## src/rtl/core/plsu_pkg.sv

```systemverilog
// Package for the positional list store: payload structs, request and status codes,
// the cell command struct and the sizing functions of the read tree.
// No dependencies.
`default_nettype none

package plsu_pkg;

    localparam int DEPTH_DEFAULT = 64;
    localparam int DATA_W        = 32;
    localparam int POS_W         = 7;
    localparam int ENTRY_W       = 7;
    localparam int TREE_RADIX    = 4;

    typedef enum logic [1:0] {
        MODE_INSERT = 2'd0,
        MODE_ERASE  = 2'd1,
        MODE_READ   = 2'd2
    } mode_e;

    typedef enum logic [1:0] {
        ST_OK     = 2'd0,
        ST_BADPOS = 2'd1,
        ST_EMPTY  = 2'd2,
        ST_FULL   = 2'd3
    } status_e;

    typedef enum logic [1:0] {
        S_IDLE,
        S_EXEC,
        S_DRAIN,
        S_RESULT
    } state_e;

    typedef struct packed {
        logic [1:0]              mode;
        logic [POS_W-1:0]        position;
        logic signed [DATA_W-1:0] item_value;
    } in_item_t;

    typedef struct packed {
        status_e                  status;
        logic signed [DATA_W-1:0] read_value;
        logic [ENTRY_W-1:0]       entry_count;
    } out_item_t;

    // Command broadcast to every cell during the execute cycle.
    typedef struct packed {
        logic              exec;
        logic              ins;
        logic              era;
        logic              rd;
        logic [POS_W-1:0]  pos;
        logic [DATA_W-1:0] value;
    } cell_cmd_t;

    // Number of nodes at a given level of the read tree; level zero is the cells.
    function automatic int level_nodes(input int depth, input int lvl);
        int n;
        n = depth;
        for (int k = 0; k < lvl; k++) begin
            n = (n + TREE_RADIX - 1) / TREE_RADIX;
        end
        return n;
    endfunction

    function automatic int tree_levels(input int depth);
        int l;
        l = 0;
        for (int k = 0; k < 32; k++) begin
            if (level_nodes(depth, k) > 1) begin
                l = k + 1;
            end
        end
        return l;
    endfunction

    // Index of the first node of a level in the flattened node array.
    function automatic int node_offset(input int depth, input int lvl);
        int s;
        s = 0;
        for (int k = 0; k < lvl; k++) begin
            s = s + level_nodes(depth, k);
        end
        return s;
    endfunction

endpackage

`default_nettype wire

```

## src/rtl/core/plsu_cell.sv

```systemverilog
// One storage cell of the list chain: holds a single entry and shifts with its neighbours.
// Depends on plsu_pkg.
`default_nettype none

module plsu_cell
    import plsu_pkg::*;
#(
    parameter int DEPTH = DEPTH_DEFAULT,
    parameter int IDX   = 0
) (
    input  wire logic              aclk,
    input  wire cell_cmd_t         cmd,
    input  wire logic [DATA_W-1:0] left_val,
    input  wire logic [DATA_W-1:0] right_val,
    output logic      [DATA_W-1:0] val,
    output logic      [DATA_W-1:0] tap
);

    localparam int IDX_W = $clog2(DEPTH) + 1;
    localparam int CMP_W = (POS_W > IDX_W) ? POS_W : IDX_W;

    logic [DATA_W-1:0] val_reg, val_next;
    logic [DATA_W-1:0] tap_reg, tap_next;
    logic [CMP_W-1:0]  idx_c;
    logic [CMP_W-1:0]  pos_c;
    logic              at_pos;
    logic              above_pos;

    assign idx_c     = CMP_W'(IDX);
    assign pos_c     = CMP_W'(cmd.pos);
    assign at_pos    = (idx_c == pos_c);
    assign above_pos = (idx_c > pos_c);

    always_comb begin
        val_next = val_reg;
        if (cmd.ins) begin
            if (at_pos) begin
                val_next = cmd.value;
            end else if (above_pos) begin
                val_next = left_val;
            end
        end else if (cmd.era && (at_pos || above_pos)) begin
            val_next = right_val;
        end
    end

    // The tap keeps what it captured in the execute cycle so the tree output stays steady.
    always_comb begin
        tap_next = tap_reg;
        if (cmd.exec) begin
            tap_next = (cmd.rd && at_pos) ? val_reg : '0;
        end
    end

    always_ff @(posedge aclk) begin
        val_reg <= val_next;
        tap_reg <= tap_next;
    end

    assign val = val_reg;
    assign tap = tap_reg;

endmodule

`default_nettype wire

```

## config.mk

```make
export PLATFORM = sky130hd
export DESIGN_NAME = plsu_cell
export DESIGN_NICKNAME = d
export VERILOG_FILES = /design/src/rtl/core/plsu_pkg.sv /design/src/rtl/core/plsu_cell.sv
export SDC_FILE = /design/constraint.sdc
export NUM_CORES = 1
export LEC_CHECK = 0
export ABC_AREA = 1
export ABC_CLOCK_PERIOD_IN_PS = 2400
export BUFFER_PORTS_ARGS = -buffer_cell sky130_fd_sc_hd__buf_2
export CAP_MARGIN = 20
export CORE_ASPECT_RATIO = 1.5
export CORE_UTILIZATION = 40
export CTS_CLUSTER_DIAMETER = 80
export CTS_CLUSTER_SIZE = 12
export DETAILED_ROUTE_END_ITERATION = 8
export GPL_ROUTABILITY_DRIVEN = 1
export PLACE_DENSITY = 0.72
export SKIP_LAST_GASP = 1
export SYNTH_ARGS = -nofsm -noshare
export SYNTH_HDL_FRONTEND = slang
export SYNTH_SLANG_ARGS = --single-unit
```

## constraint.sdc

```tcl
create_clock -name aclk -period 2.4 [get_ports aclk]
set_clock_uncertainty 0.2 [all_clocks]
set_input_delay 0.24 -clock aclk [delete_from_list [all_inputs] [get_ports aclk]]
set_output_delay 0.24 -clock aclk [all_outputs]
set_load 0.03 [all_outputs]
```

* After elaboration in Yosys (flattened, before gate mapping)
Cells that the tools add are included.
** Word-level totals
- Register bits :: 64
- Bits in latches :: 0
- Bits in writable memories :: 0
- ROM bits :: 0
- Bits of input ports :: 108
- Output and inout port bits :: 64
- Memories :: 0
** Operators by class
- Add/subtract/negate cells :: 0
- $mul :: 0
- Divide/modulo/power cells :: 0
- Magnitude comparators :: 1
- Equal/unequal tests :: 1
- Shift operators :: 0
- Multiplexer cells :: 4
- Bitwise operators :: 0
- Reductions and logical operators :: 6
** Operators with widths (count)
- $mux W32 :: 4
- $gt A1 B7 Y1 const A :: 1
- $logic_not A7 Y1 :: 1
- $ne A3 B1 Y1 const B :: 1
- $logic_and A1 B1 Y1 :: 2
- $reduce_and A2 Y1 :: 1
- $reduce_bool A2 Y1 :: 1
- $logic_or A1 B1 Y1 :: 1

* Depth between registers and ports, before layout
- Depth after elaboration :: 5
- Gate-level depth with buffers :: 7
- Gate-level depth less buffers :: 6

* Least setup slack after synthesis
OpenSTA, ideal clock, no wires.
- Kind :: input -> register
- From :: input port cmd[37] (netlist name)
- To :: register val_reg[0], in the netlist val[0], enable pin
- Arrival :: 1.391 ns
- Data required time :: 1.809 ns
- Slack :: 0.418 ns
- Stages on the path :: 4
- Path buffers :: 0
- Path through :: nor2_1 -> nand2_2 -> nor2_4 -> o21a_1
** Between the ends
- Word-level cells in the longest chain between the ends :: 5
** Ends and longest elaborated chain
- start: declaration :: line plsu_cell.sv:12 : input wire cell_cmd_t cmd,
- $gt A1 B7 Y1 or $logic_not A7 Y1 (tied branches) :: line plsu_cell.sv:32, plsu_cell.sv:31
- $logic_or A1 B1 Y1 :: line plsu_cell.sv:42 : end else if (cmd.era && (at_pos || above_pos)) begin
- $logic_and A1 B1 Y1 :: line plsu_cell.sv:42
- $reduce_bool A2 Y1 (no source line)
- $reduce_and A2 Y1 (no source line) (*)
- end signal: assignment :: line plsu_cell.sv:56 : val_reg <= val_next;
- end: declaration :: line plsu_cell.sv:22 : logic [DATA_W-1:0] val_reg, val_next;
Every way passes the cells marked *; elsewhere a longest branch is shown, timed or not.
A chain may end at the register's enable or synchronous reset.

* Worst setup path after layout
- From :: input port cmd[35] (netlist name)
- To :: register val_reg[8], in the netlist val[8], data pin
** Between the ends
- Word-level cells in the longest chain between the ends :: 3
** Ends and longest elaborated chain
- $logic_not A7 Y1 :: line plsu_cell.sv:31 : assign at_pos = (idx_c == pos_c);
- $mux W32 :: line plsu_cell.sv:37 : if (at_pos) begin
- $mux W32 :: line plsu_cell.sv:36 : if (cmd.ins) begin
- named net val_next[8] :: line plsu_cell.sv:22
The timed path passes the listed nets, and every way through them passes these cells.

==> flow_summary.toml <==
[synthesis]
postSynth.asyncResetShare_pct = 0
yosysSeqAreaShare_pct = 56.4
total_number_of_yosys_warnings = 0
post_synth_num_cell_types = 17
ys_dominant_reg_cell = "sky130_fd_sc_hd__edfxtp_1"
synth_area_per_inst_um2 = 8.76
synthesis.nets = 497
synth_top_area_share_pct = 56.4
synth.most_common_cell = "sky130_fd_sc_hd__inv_1"
yosysTopAreaCell = "sky130_fd_sc_hd__edfxtp_1"
netlist_instances = 389
ys_ff_latch = 64
netlist_top_cells_count = "sky130_fd_sc_hd__inv_1, sky130_fd_sc_hd__nand2_1, sky130_fd_sc_hd__edfxtp_1, sky130_fd_sc_hd__nand3_1, sky130_fd_sc_hd__o21ai_0"
ys_top_cells_by_area = "sky130_fd_sc_hd__edfxtp_1, sky130_fd_sc_hd__inv_1, sky130_fd_sc_hd__nand3_1, sky130_fd_sc_hd__nand2_1, sky130_fd_sc_hd__o21ai_0"
synth-edff-count = 64
syn_area_um2 = 3410

[clock_tree]
clock_tree_from_tritoncts = "done"
clock_tree.buffer_depth = 2
cts_post_setup_buffers_inserted = 0
clk_root_buffer_cell = "sky130_fd_sc_hd__clkbuf_16"
cts_inserted_buffers = 9
clk-insertion-delay-late_ns = 0.31
cts.clk_slew.worst_paths_ns = 0.05
postCtsResizedCells = 0
hold_buffers = 13
htreeDepth = 3
clock_sink_count = 64

[power_and_ir_drop]
leakagePower_uw = 0.00249
vdd.ir_drop.worst_mv = 0.314
power_density_nw_per_um2 = 567

[place]
detailedPlacementHpwl_um = 6430
placedInstanceArea_um2 = 4280
placement.io_buffers = 171
weighted_congestion_reported_at_the_end_of_routability_driven_placement = 0.827

[layout]
finish.net_count = 675
ratio_of_cells_with_drive_above_1_in_the_final_layout_pct = 37.4
fill_cells = 738
final_design_instance_area_without_fill_um2 = 4660
area.growth.synth_to_final_pct = 36.6
diodes = 0

[timing]
setup_viol = 0
hold_ws_ns = 0.0103
hold_viol_final = 0
drv_slew = 0
rsz_0062_raised_after_global_routing = "no"
worst_pin_slew_ns = 0.961
peak_freq_mhz = 618
worst_max_slew_margin_expressed_relative_to_the_limit_pct = 35.9
final.period_utilization_pct = 67.4
period_minus_slack_ns = 1.62
tns_ns = 0

[global_route]
grt_util_all_layers_pct = 20.1
grt_pass1_wl_um = 13700
via_count_of_the_first_global_routing_pass = 3058
overflow = 0
grt_antenna_before_repair = 0
grt_start_max_net_pins = 33

[flow_run]
cap_viol_max_count = 0

[setup_path]
crit_reg_reg_startpoint = "val[27]$_DFFE_PP_"
worstRegToRegCells = 2
regToRegSetupSlack_ns = 1.39
worstPathMaxFanout = 32
cp-start-kind = "input port"
critPathLaunch = "cmd[35]"
critical_path.endpoint_type = "flip-flop"
setup.worst_path.class = "input port to flip-flop"
worst-endpoint-arrival_ns = 1.48
critical_path.reg2reg.endpoint = "tap[27]$_SDFFCE_PN0P_"
required_ns = 2.26

[floorplanning]
initial_core_util_pct = 41.8
die_w_um = 77.4
floorplan.core_area_um2 = 8160
floorplan.die.height_um = 115
ioPinCount = 172
fp.dieArea_um2 = 8900
rows = 40

[routing]
route.vias.total = 3130
wl_um = 8840
postRouteAntennaNets = 0
drc = 0
drtIter0Drc = 161
drt-vias-per-instance = 4.64
detail_route.first_pass.iterations = 4
avgRoutedWirePerCell_um = 13.1

[worst_hold_path]
hold_end = "val[18]$_DFFE_PP_"
hold_path_startpoint = "right_val[18]"
holdCritPathClass = "input port to flip-flop"
worstHoldPathCells = 3

[outcome]
status = "finished clean"
## routing by layer
layer / vias up / part of all wire (%) / track usage [%] / routed length, um
li1: 1564 / - / - / -
met1: 1393 / 39 / 23.1 / 3420
met2: 155 / 53 / 35.0 / 4690
met3: 18 / 5.3 / 3.33 / 465
met4: 0 / 2.9 / 12.5 / 252
met5: - / 0 / 0 / 0
## worst max-delay path by stage
stage | slack (ns) | end | cells past startpoint
floorplan | 0.42 | val[0]$_DFFE_PP_ | 4
global placement | 0.50 | val[31]$_DFFE_PP_ | 7
detailed placement | 0.46 | val[31]$_DFFE_PP_ | 7
CTS | 0.79 | val[31]$_DFFE_PP_ | 7
global route | 0.59 | val[31]$_DFFE_PP_ | 7
finish | 0.78 | val[8]$_DFFE_PP_ | 7
## cells in the final DEF (no fill, tap or decap), drive strengths merged
cell type,instances
edfxtp,64
clkbuf,12
o21a,1
nor2,37
inv,101
buf,176
clkinv,2
o21ai,32
nand3,64
dlygate4sd3,13
nand2,68
## final cells by class
cell class,instances,area [um2],share of cell area [%]
sequential,64,1920,41.3
timing repair buffer,189,1020,22.0
multi-input combinational,202,957,20.5
inverter,101,379,8.14
clock buffer,12,236,5.08
tap,105,131,2.82
clock inverter,2,8.76,0.188
## report_power, final
part / switching, uW / internal, uW
Clock: 397 / 680
Sequential: 5.38 / 1250
Combinational: 177 / 128
## kinds of logic (layout without fill, tap and decap cells)
group | after synthesis | after routing | share of synthesized area (%)
buffers and inverters | 123 | 304 | 15.6
AOI/OAI and AO/OA | 33 | 33 | 4.92
DFF | 64 | 64 | 56.4
and+or+nand+nor | 169 | 169 | 23.2
## critical path, cell delays in order
cell and delay, ns:
sky130_fd_sc_hd__buf_2 0.10, sky130_fd_sc_hd__nor2_1 0.12, sky130_fd_sc_hd__nand2_2 0.18, sky130_fd_sc_hd__inv_2 0.47, sky130_fd_sc_hd__nand3_1 0.18, sky130_fd_sc_hd__nand3_1 0.12, sky130_fd_sc_hd__nand2_1 0.06
## metrics by stage
| step | instances | setup WS (ns) | total power, uW | util [%] |
|---|---|---|---|---|
| 6_report | 675 | 0.782 | 2640 | 57.1 |
| 5_1_grt | 675 | 0.589 | 2740 | 57.1 |
| 4_1_cts | 675 | 0.792 | 2660 | 57.1 |
| 3_5_place_dp | 648 | 0.464 | 1570 | 52.5 |
| 3_3_place_gp | 648 | 0.496 | 1560 | 52.5 |
| 2_1_floorplan | 389 | 0.418 | 1430 | - |
No activity file was read; power rests on OpenSTA's default activity.
