$ cat src/rtl/core/plsu_pkg.sv
// Package for the positional list store: payload structs, request and status codes,
// the cell command struct and the sizing functions of the read tree.
// No dependencies.
`default_nettype none

package plsu_pkg;

    localparam int DEPTH_DEFAULT = 64;
    localparam int DATA_W        = 32;
    localparam int POS_W         = 7;
    localparam int ENTRY_W       = 7;
    localparam int TREE_RADIX    = 4;

    typedef enum logic [1:0] {
        MODE_INSERT = 2'd0,
        MODE_ERASE  = 2'd1,
        MODE_READ   = 2'd2
    } mode_e;

    typedef enum logic [1:0] {
        ST_OK     = 2'd0,
        ST_BADPOS = 2'd1,
        ST_EMPTY  = 2'd2,
        ST_FULL   = 2'd3
    } status_e;

    typedef enum logic [1:0] {
        S_IDLE,
        S_EXEC,
        S_DRAIN,
        S_RESULT
    } state_e;

    typedef struct packed {
        logic [1:0]              mode;
        logic [POS_W-1:0]        position;
        logic signed [DATA_W-1:0] item_value;
    } in_item_t;

    typedef struct packed {
        status_e                  status;
        logic signed [DATA_W-1:0] read_value;
        logic [ENTRY_W-1:0]       entry_count;
    } out_item_t;

    // Command broadcast to every cell during the execute cycle.
    typedef struct packed {
        logic              exec;
        logic              ins;
        logic              era;
        logic              rd;
        logic [POS_W-1:0]  pos;
        logic [DATA_W-1:0] value;
    } cell_cmd_t;

    // Number of nodes at a given level of the read tree; level zero is the cells.
    function automatic int level_nodes(input int depth, input int lvl);
        int n;
        n = depth;
        for (int k = 0; k < lvl; k++) begin
            n = (n + TREE_RADIX - 1) / TREE_RADIX;
        end
        return n;
    endfunction

    function automatic int tree_levels(input int depth);
        int l;
        l = 0;
        for (int k = 0; k < 32; k++) begin
            if (level_nodes(depth, k) > 1) begin
                l = k + 1;
            end
        end
        return l;
    endfunction

    // Index of the first node of a level in the flattened node array.
    function automatic int node_offset(input int depth, input int lvl);
        int s;
        s = 0;
        for (int k = 0; k < lvl; k++) begin
            s = s + level_nodes(depth, k);
        end
        return s;
    endfunction

endpackage

`default_nettype wire

$ cat src/rtl/core/plsu_ctrl.sv
// Request sequencer: decodes each transaction against the entry count, drives the cell
// command, waits out the read tree and holds the result register. Depends on plsu_pkg.
`default_nettype none

module plsu_ctrl
    import plsu_pkg::*;
#(
    parameter int DEPTH = DEPTH_DEFAULT
) (
    input  wire logic              aclk,
    input  wire logic              aresetn,
    input  wire logic              s_valid,
    output logic                   s_ready,
    input  wire in_item_t          s_data,
    output logic                   m_valid,
    input  wire logic              m_ready,
    output out_item_t              m_data,
    output cell_cmd_t              cmd,
    input  wire logic [DATA_W-1:0] root
);

    localparam int CNT_W  = $clog2(DEPTH + 1);
    localparam int CMP_W  = (POS_W > CNT_W) ? POS_W : CNT_W;
    localparam int LEVELS = tree_levels(DEPTH);
    localparam int DRN_W  = (LEVELS > 1) ? $clog2(LEVELS) : 1;

    state_e             state_reg, state_next;
    logic [CNT_W-1:0]   count_reg, count_next;
    logic [DRN_W-1:0]   drain_reg, drain_next;
    logic               m_valid_reg, m_valid_next;
    out_item_t          m_data_reg, m_data_next;
    in_item_t           req_reg, req_next;
    status_e            pend_status_reg, pend_status_next;
    logic [ENTRY_W-1:0] pend_count_reg, pend_count_next;

    logic               accept;
    logic               in_exec;
    logic               out_free;
    logic               out_load;
    logic               drain_last;

    logic [CMP_W-1:0]   pos_c;
    logic [CMP_W-1:0]   cnt_c;
    logic               cnt_zero;
    logic               dec_ins;
    logic               dec_era;
    logic               dec_rd;
    logic [POS_W-1:0]   dec_pos;
    status_e            dec_status;
    logic [CNT_W-1:0]   dec_count;

    assign accept     = s_valid && s_ready;
    assign out_free   = !m_valid_reg || m_ready;
    assign drain_last = (drain_reg == DRN_W'(LEVELS - 1));

    // Decode of the held request against the current count.
    assign pos_c    = CMP_W'(req_reg.position);
    assign cnt_c    = CMP_W'(count_reg);
    assign cnt_zero = (count_reg == '0);

    always_comb begin
        dec_ins    = 1'b0;
        dec_era    = 1'b0;
        dec_rd     = 1'b0;
        dec_pos    = req_reg.position;
        dec_status = ST_BADPOS;
        dec_count  = count_reg;
        case (req_reg.mode)
            MODE_INSERT: begin
                if (cnt_zero) begin
                    dec_ins    = 1'b1;
                    dec_pos    = '0;
                    dec_status = ST_OK;
                    dec_count  = CNT_W'(1);
                end else if (pos_c > cnt_c) begin
                    dec_status = ST_BADPOS;
                end else if (cnt_c >= CMP_W'(DEPTH)) begin
                    dec_status = ST_FULL;
                end else begin
                    dec_ins    = 1'b1;
                    dec_status = ST_OK;
                    dec_count  = count_reg + CNT_W'(1);
                end
            end
            MODE_ERASE: begin
                if (cnt_zero) begin
                    dec_status = ST_EMPTY;
                end else if (pos_c >= cnt_c) begin
                    dec_status = ST_BADPOS;
                end else begin
                    dec_era    = 1'b1;
                    dec_status = ST_OK;
                    dec_count  = count_reg - CNT_W'(1);
                end
            end
            MODE_READ: begin
                if (cnt_zero) begin
                    dec_status = ST_EMPTY;
                end else if (pos_c >= cnt_c) begin
                    dec_status = ST_BADPOS;
                end else begin
                    dec_rd     = 1'b1;
                    dec_status = ST_OK;
                end
            end
            default: begin
                dec_status = ST_BADPOS;
            end
        endcase
    end

    // Next state.
    always_comb begin
        state_next = state_reg;
        case (state_reg)
            S_IDLE: begin
                if (accept) begin
                    state_next = S_EXEC;
                end
            end
            S_EXEC: begin
                state_next = S_DRAIN;
            end
            S_DRAIN: begin
                if (drain_last) begin
                    state_next = S_RESULT;
                end
            end
            S_RESULT: begin
                if (out_free) begin
                    state_next = S_IDLE;
                end
            end
            default: begin
                state_next = S_IDLE;
            end
        endcase
    end

    // Outputs of the state machine.
    always_comb begin
        s_ready  = 1'b0;
        in_exec  = 1'b0;
        out_load = 1'b0;
        case (state_reg)
            S_IDLE: begin
                s_ready = 1'b1;
            end
            S_EXEC: begin
                in_exec = 1'b1;
            end
            S_DRAIN: begin
                s_ready = 1'b0;
            end
            S_RESULT: begin
                out_load = out_free;
            end
            default: begin
                s_ready = 1'b0;
            end
        endcase
    end

    always_comb begin
        cmd.exec  = in_exec;
        cmd.ins   = in_exec && dec_ins;
        cmd.era   = in_exec && dec_era;
        cmd.rd    = in_exec && dec_rd;
        cmd.pos   = dec_pos;
        cmd.value = req_reg.item_value;
    end

    always_comb begin
        count_next       = in_exec ? dec_count : count_reg;
        pend_status_next = in_exec ? dec_status : pend_status_reg;
        pend_count_next  = in_exec ? ENTRY_W'(dec_count) : pend_count_reg;
        drain_next       = (state_reg == S_DRAIN) ? drain_reg + DRN_W'(1) : '0;
        req_next         = accept ? s_data : req_reg;
        m_data_next      = m_data_reg;
        m_valid_next     = m_valid_reg;
        if (out_load) begin
            m_valid_next            = 1'b1;
            m_data_next.status      = pend_status_reg;
            m_data_next.read_value  = root;
            m_data_next.entry_count = pend_count_reg;
        end else if (m_ready) begin
            m_valid_next = 1'b0;
        end
    end

    always_ff @(posedge aclk) begin
        if (!aresetn) begin
            state_reg   <= S_IDLE;
            count_reg   <= '0;
            drain_reg   <= '0;
            m_valid_reg <= 1'b0;
        end else begin
            state_reg   <= state_next;
            count_reg   <= count_next;
            drain_reg   <= drain_next;
            m_valid_reg <= m_valid_next;
        end
    end

    always_ff @(posedge aclk) begin
        req_reg         <= req_next;
        pend_status_reg <= pend_status_next;
        pend_count_reg  <= pend_count_next;
        m_data_reg      <= m_data_next;
    end

    assign m_valid = m_valid_reg;
    assign m_data  = m_data_reg;

    a_count_bounded: assert property (@(posedge aclk) disable iff (!aresetn)
        CMP_W'(count_reg) <= CMP_W'(DEPTH))
        else $error("entry count exceeds the store depth");

    a_insert_grows: assert property (@(posedge aclk) disable iff (!aresetn)
        cmd.ins |=> (count_reg == $past(count_reg) + CNT_W'(1)))
        else $error("successful insert did not grow the count by one");

    a_erase_shrinks: assert property (@(posedge aclk) disable iff (!aresetn)
        cmd.era |=> (count_reg == $past(count_reg) - CNT_W'(1)))
        else $error("successful erase did not shrink the count by one");

    a_ops_exclusive: assert property (@(posedge aclk) disable iff (!aresetn)
        (cmd.ins || cmd.era || cmd.rd) |-> ($onehot({cmd.ins, cmd.era, cmd.rd}) && in_exec))
        else $error("cell command issued outside the execute cycle or not unique");

    a_full_status: assert property (@(posedge aclk) disable iff (!aresetn)
        (state_reg == S_DRAIN && pend_status_reg == ST_FULL)
            |-> (CMP_W'(count_reg) == CMP_W'(DEPTH)))
        else $error("full status reported while the store has room");

endmodule

`default_nettype wire

$ cat config.mk
export PLATFORM = sky130hd
export DESIGN_NAME = plsu_ctrl
export DESIGN_NICKNAME = d
export VERILOG_FILES = /design/src/rtl/core/plsu_pkg.sv /design/src/rtl/core/plsu_ctrl.sv
export SDC_FILE = /design/constraint.sdc
export NUM_CORES = 1
export LEC_CHECK = 0
export BUFFER_PORTS_ARGS = -buffer_cell sky130_fd_sc_hd__buf_2
export CORE_ASPECT_RATIO = 0.75
export CORE_MARGIN = 2
export CORE_UTILIZATION = 38
export DETAILED_ROUTE_END_ITERATION = 10
export PLACE_DENSITY = 0.67
export SLEW_MARGIN = 25
export SYNTH_ARGS = -nofsm -noshare
export SYNTH_HDL_FRONTEND = slang
export SYNTH_SLANG_ARGS = --single-unit
$ cat constraint.sdc
create_clock -name aclk -period 3.01 [get_ports aclk]
set_input_delay 0.602 -clock aclk [delete_from_list [all_inputs] [get_ports aclk]]
set_output_delay 0.602 -clock aclk [all_outputs]
set_load 0.02 [all_outputs]
Word level (Yosys, flattened, before mapping). Cells that the tools add are included.

Register bits: 103. Input port bits: 77. Output and inout port bits: 86. Logic and storage cells: 71.

Add/sub/neg operators: 3. $lt $le $gt $ge: 3. Eq/ne operators: 9. Multiplexer cells: 31. Reductions and logical operators: 13.

Operators by type and width (number): $mux 7 (7); $mux 1 (14); $mux 2 (7); $pmux 7 s2 (1); $eq 2x2->1 const B (4); $pmux 2 s4 (1); $add 7x1->7 const B (1); $ge 7x7->1 (1); $ge 7x7->1 const B (1); $gt 7x7->1 (1); $logic_not 7->1 (1); $sub 7x1->7 const B (1); $ne 2x2->1 const B (3); $eq 2x1->1 const B (2); $logic_and 1x1->1 (4); $logic_not 2->1 (2); $pmux 2 s2 (1); $reduce_and 3->1 (1); $add 2x1->2 const B (1); $reduce_and 2->1 (1); $reduce_bool 2->1 (1); $reduce_or 2->1 (1); $logic_not 1->1 (1); $logic_or 1x1->1 (1).

Logic depth before layout (Yosys ltp).
Depth after elaboration: 6. Depth in mapped cells: 9. Depth with buffers taken out: 8.

Least setup slack after synthesis. OpenSTA, ideal clock, no wires.

Path kind: input to register. Start: input m_ready. End: register m_data_reg, in the netlist m_data[0], enable pin. Arrival time: 2.516 ns. Data required time: 2.566 ns. Path slack: 0.049 ns. Cell stages on the path: 2. Buffers on the path: 0. Cells stage by stage: nor2b_1 nor2b_1.

Cells in the longest elaborated chain, start to end: 2.

Ends and longest elaborated chain: start, declared (RTL line plsu_ctrl.sv:16) `input wire logic m_ready,`; $logic_or 1x1->1 (RTL line plsu_ctrl.sv:53) `assign out_free = !m_valid_reg || m_ready;`; $mux 1 (RTL line plsu_ctrl.sv:145) `case (state_reg)`; end signal, assigned (RTL line plsu_ctrl.sv:209) `m_data_reg <= m_data_next;`; end, declared (RTL line plsu_ctrl.sv:31) `out_item_t m_data_reg, m_data_next;`.

Every way passes these cells. A chain may end at the register's enable or synchronous reset.

==> impl_metrics.json <==
{
  "dp_cells": 577,
  "seq_area_frac_synth": 0.677,
  "clk_path_buf_depth": 2,
  "clk_pin_slew_ns": 0.07,
  "num_vias": 2912,
  "drt_wl_total_mm": 9.58,
  "synth_seq_cells": 103,
  "largest_reg_flops": 41,
  "numCtsBuffers": 9,
  "ys_warn_count": 0,
  "syn_nets": 403,
  "grt_pass1_vias": 2865,
  "portBuffers": 162,
  "worst_slew_pin_slew_ns": 0.957,
  "fill_cells": 1017,
  "place_hpwl_mm": 7.26,
  "die_w_um": 128,
  "r2r_cells": 9,
  "initial_core_util": 0.396,
  "outcome": "finished, final reports clean",
  "power.total_mw": 4.36,
  "multi_input_area_um2": 1080,
  "switchingPower_mw": 1.48,
  "grt_max_degree": 42,
  "antenna_found_initial": 0,
  "drive_gt1_frac": 0.447,
  "route.detailed.drc": 0,
  "rows": 33,
  "synth_cell_types": 54,
  "final_cell_mix": "buf_2, edfxtp_1, inv_1",
  "finalSetupTns_ns": 0,
  "skew_ns": 0.00581,
  "cp_data_arrival_time_ns": 2.28,
  "start_kind": "flop",
  "htree_levels": 3,
  "min_to": "drain_reg[0]",
  "reg2reg_to": "pend_count_reg[2]",
  "finalHoldViolCount": 0,
  "fin_nets": 543,
  "clkLatencyLatePin_ns": 0.34,
  "rsz0062_at_grt": "no",
  "min_delay_path_depth": 1,
  "maxSlewViolCount": 0,
  "hold_class": "flop to flop",
  "cts.sinks": 103,
  "leakagePower_nw": 2.21,
  "cts-root-buf": "clkbuf_16",
  "cp_max_fo": 9,
  "p_int_mw": 2.88,
  "syn-cell-area_um2": 4390,
  "die_area_um2": 12400,
  "setup_viol": 0,
  "rrSetupSlack_ns": 0.55,
  "die_h_um": 97.1,
  "area.sequential_um2": 2980,
  "post-cts-setup-buffer-count": 0,
  "slew-limit-headroom": 0.362,
  "crit_type": "flop to output pin",
  "synth.avg_cell_area_um2": 14.3,
  "end_kind": "output pin",
  "grt_usage": 0.155,
  "sw_frac_of_total": 0.340,
  "dp_slack_ns": 0.378,
  "r2r_start": "cnt_c[5]",
  "grt_pass1_wl_mm": 14.9,
  "core-area_um2": 11100,
  "period_needed_ns": 2.89,
  "instances_no_fill": 592,
  "cts_tree": "done",
  "hp-start": "drain_reg[0]",
  "antennaDiodeCount": 0,
  "worst_ep_required_time_ns": 2.41,
  "cellPowerDensity_nw_per_um2": 799,
  "drtAntennaViolNets": 0,
  "ioPinCount": 163,
  "syn_to_final_growth_pct": 24.2,
  "pwr-share-seq": 0.455,
  "period_share": 0.959,
  "netlist_instances": 308,
  "combPwrFrac": 0.296,
  "dr.pass1.iters": 5,
  "final_common_cell": "buf_2",
  "fmax_mhz": 346,
  "avgViaCountPerCell": 4.92,
  "drt_iter0_markers": 225,
  "cap_violations": 0,
  "routabilityCongestion": 0.907,
  "peakVddDrop_uv": 377,
  "holdBufCountCts": 0,
  "finalWorstSetupSlack_ns": 0.124,
  "gr-total-overflow": 0,
  "p_clk_frac": 0.250,
  "wire_per_inst_um": 16.2
}
[kinds of logic after synthesis]
group | Yosys count | share of synthesized area
compound gates | 59 | 0.105
fa+ha+maj | 18 | 0.0513
simple gates | 68 | 0.0846
flops | 103 | 0.677
xor+xnor | 1 | 0.00199
mux | 1 | 0.00228
buf+inv | 58 | 0.0783
[per-stage QoR]
step	hold slack (ns)	area [µm²]	util
finish	0.415	5460	0.491
global route	0.413	5460	0.491
CTS	0.414	5450	0.491
detailed placement	0.405	5170	0.465
global placement	0.400	5170	0.465
floorplan	0.391	4390	-
[per-layer routing]
layer  up-vias  GRT usage  part of all wire
li1       1387          -                 -
met4         2     0.0499             0.011
met2       128      0.249              0.48
met5         -          0           0.00063
met3        12     0.0468             0.080
met1      1383      0.200              0.43
[final cells by class]
| class | instances | area share |
|---|---|---|
| well taps | 140 | 0.0321 |
| repair buffers | 167 | 0.158 |
| multi-input cells | 147 | 0.199 |
| clock inverters | 6 | 0.0106 |
| flip-flops and latches | 103 | 0.546 |
| inverters | 20 | 0.0138 |
| clock buffers | 9 | 0.0413 |
[how the worst max path moves through the flow]
stage                  start   endpoint  slack (ns)  cells past startpoint
global route        cnt_c[0]    cmd[40]       0.003                      7
global placement    cnt_c[4]    cmd[41]        0.41                      7
CTS                 cnt_c[4]    cmd[41]        0.12                      7
detailed placement  cnt_c[4]    cmd[41]        0.38                      7
floorplan            m_ready  m_data[0]        0.05                      2
finish              cnt_c[0]    cmd[40]        0.12                      7
[Yosys cell counts (all sizes together)]
library cell,instances,share of area
a221oi,2,0.0040
dfxtp,12,0.055
o22a,1,0.0020
o31ai,1,0.0017
and4,2,0.0040
inv,20,0.017
a21oi,11,0.019
edfxtp,91,0.62
and2,8,0.011
o22ai,2,0.0028
a22oi,2,0.0034
nand3b,1,0.0017
a21boi,2,0.0034
nand3,11,0.014
a211oi,6,0.013
buf,34,0.058
clkbuf,4,0.0037
o21ai,10,0.011
a222oi,1,0.0023
nand4,2,0.0043
a31o,3,0.0080
a21o,4,0.0068
o21a,1,0.0017
nand2b,1,0.0014
ha,18,0.051
xnor2,1,0.0020
nor3,9,0.014
a311oi,1,0.0034
a22o,1,0.0020
mux2i,1,0.0023
a41o,1,0.0023
a211o,3,0.0060
o21bai,2,0.0034
o211a,1,0.0023
o211ai,2,0.0034
nor2,15,0.015
nor2b,3,0.0043
a31oi,2,0.0028
and3,1,0.0014
nand2,15,0.013
[power groups by stage]
stage,clock [mW],combinational [mW],sequential [mW]
2_1_floorplan,0,0.895,2.07
5_1_grt,1.18,1.41,2.01
4_1_cts,1.13,1.30,1.98
3_3_place_gp,0,1.28,2.01
3_5_place_dp,0,1.29,2.01
6_report,1.09,1.29,1.98
[critical path: stages, from the launching register on]
cell	delay (ns)
dfxtp_1	0.48
ha_1	0.30
nand2b_1	0.14
a211o_1	0.39
a21oi_4	0.18
inv_1	0.09
nor3_1	0.17
buf_2	0.19
[what timing repair did]
action                                  4_1_cts  5_1_grt
gates cloned                                  0        0
gates resized for setup                       1        2
endpoints found under the setup margin        1        1
No activity file was read; power rests on OpenSTA's default activity.
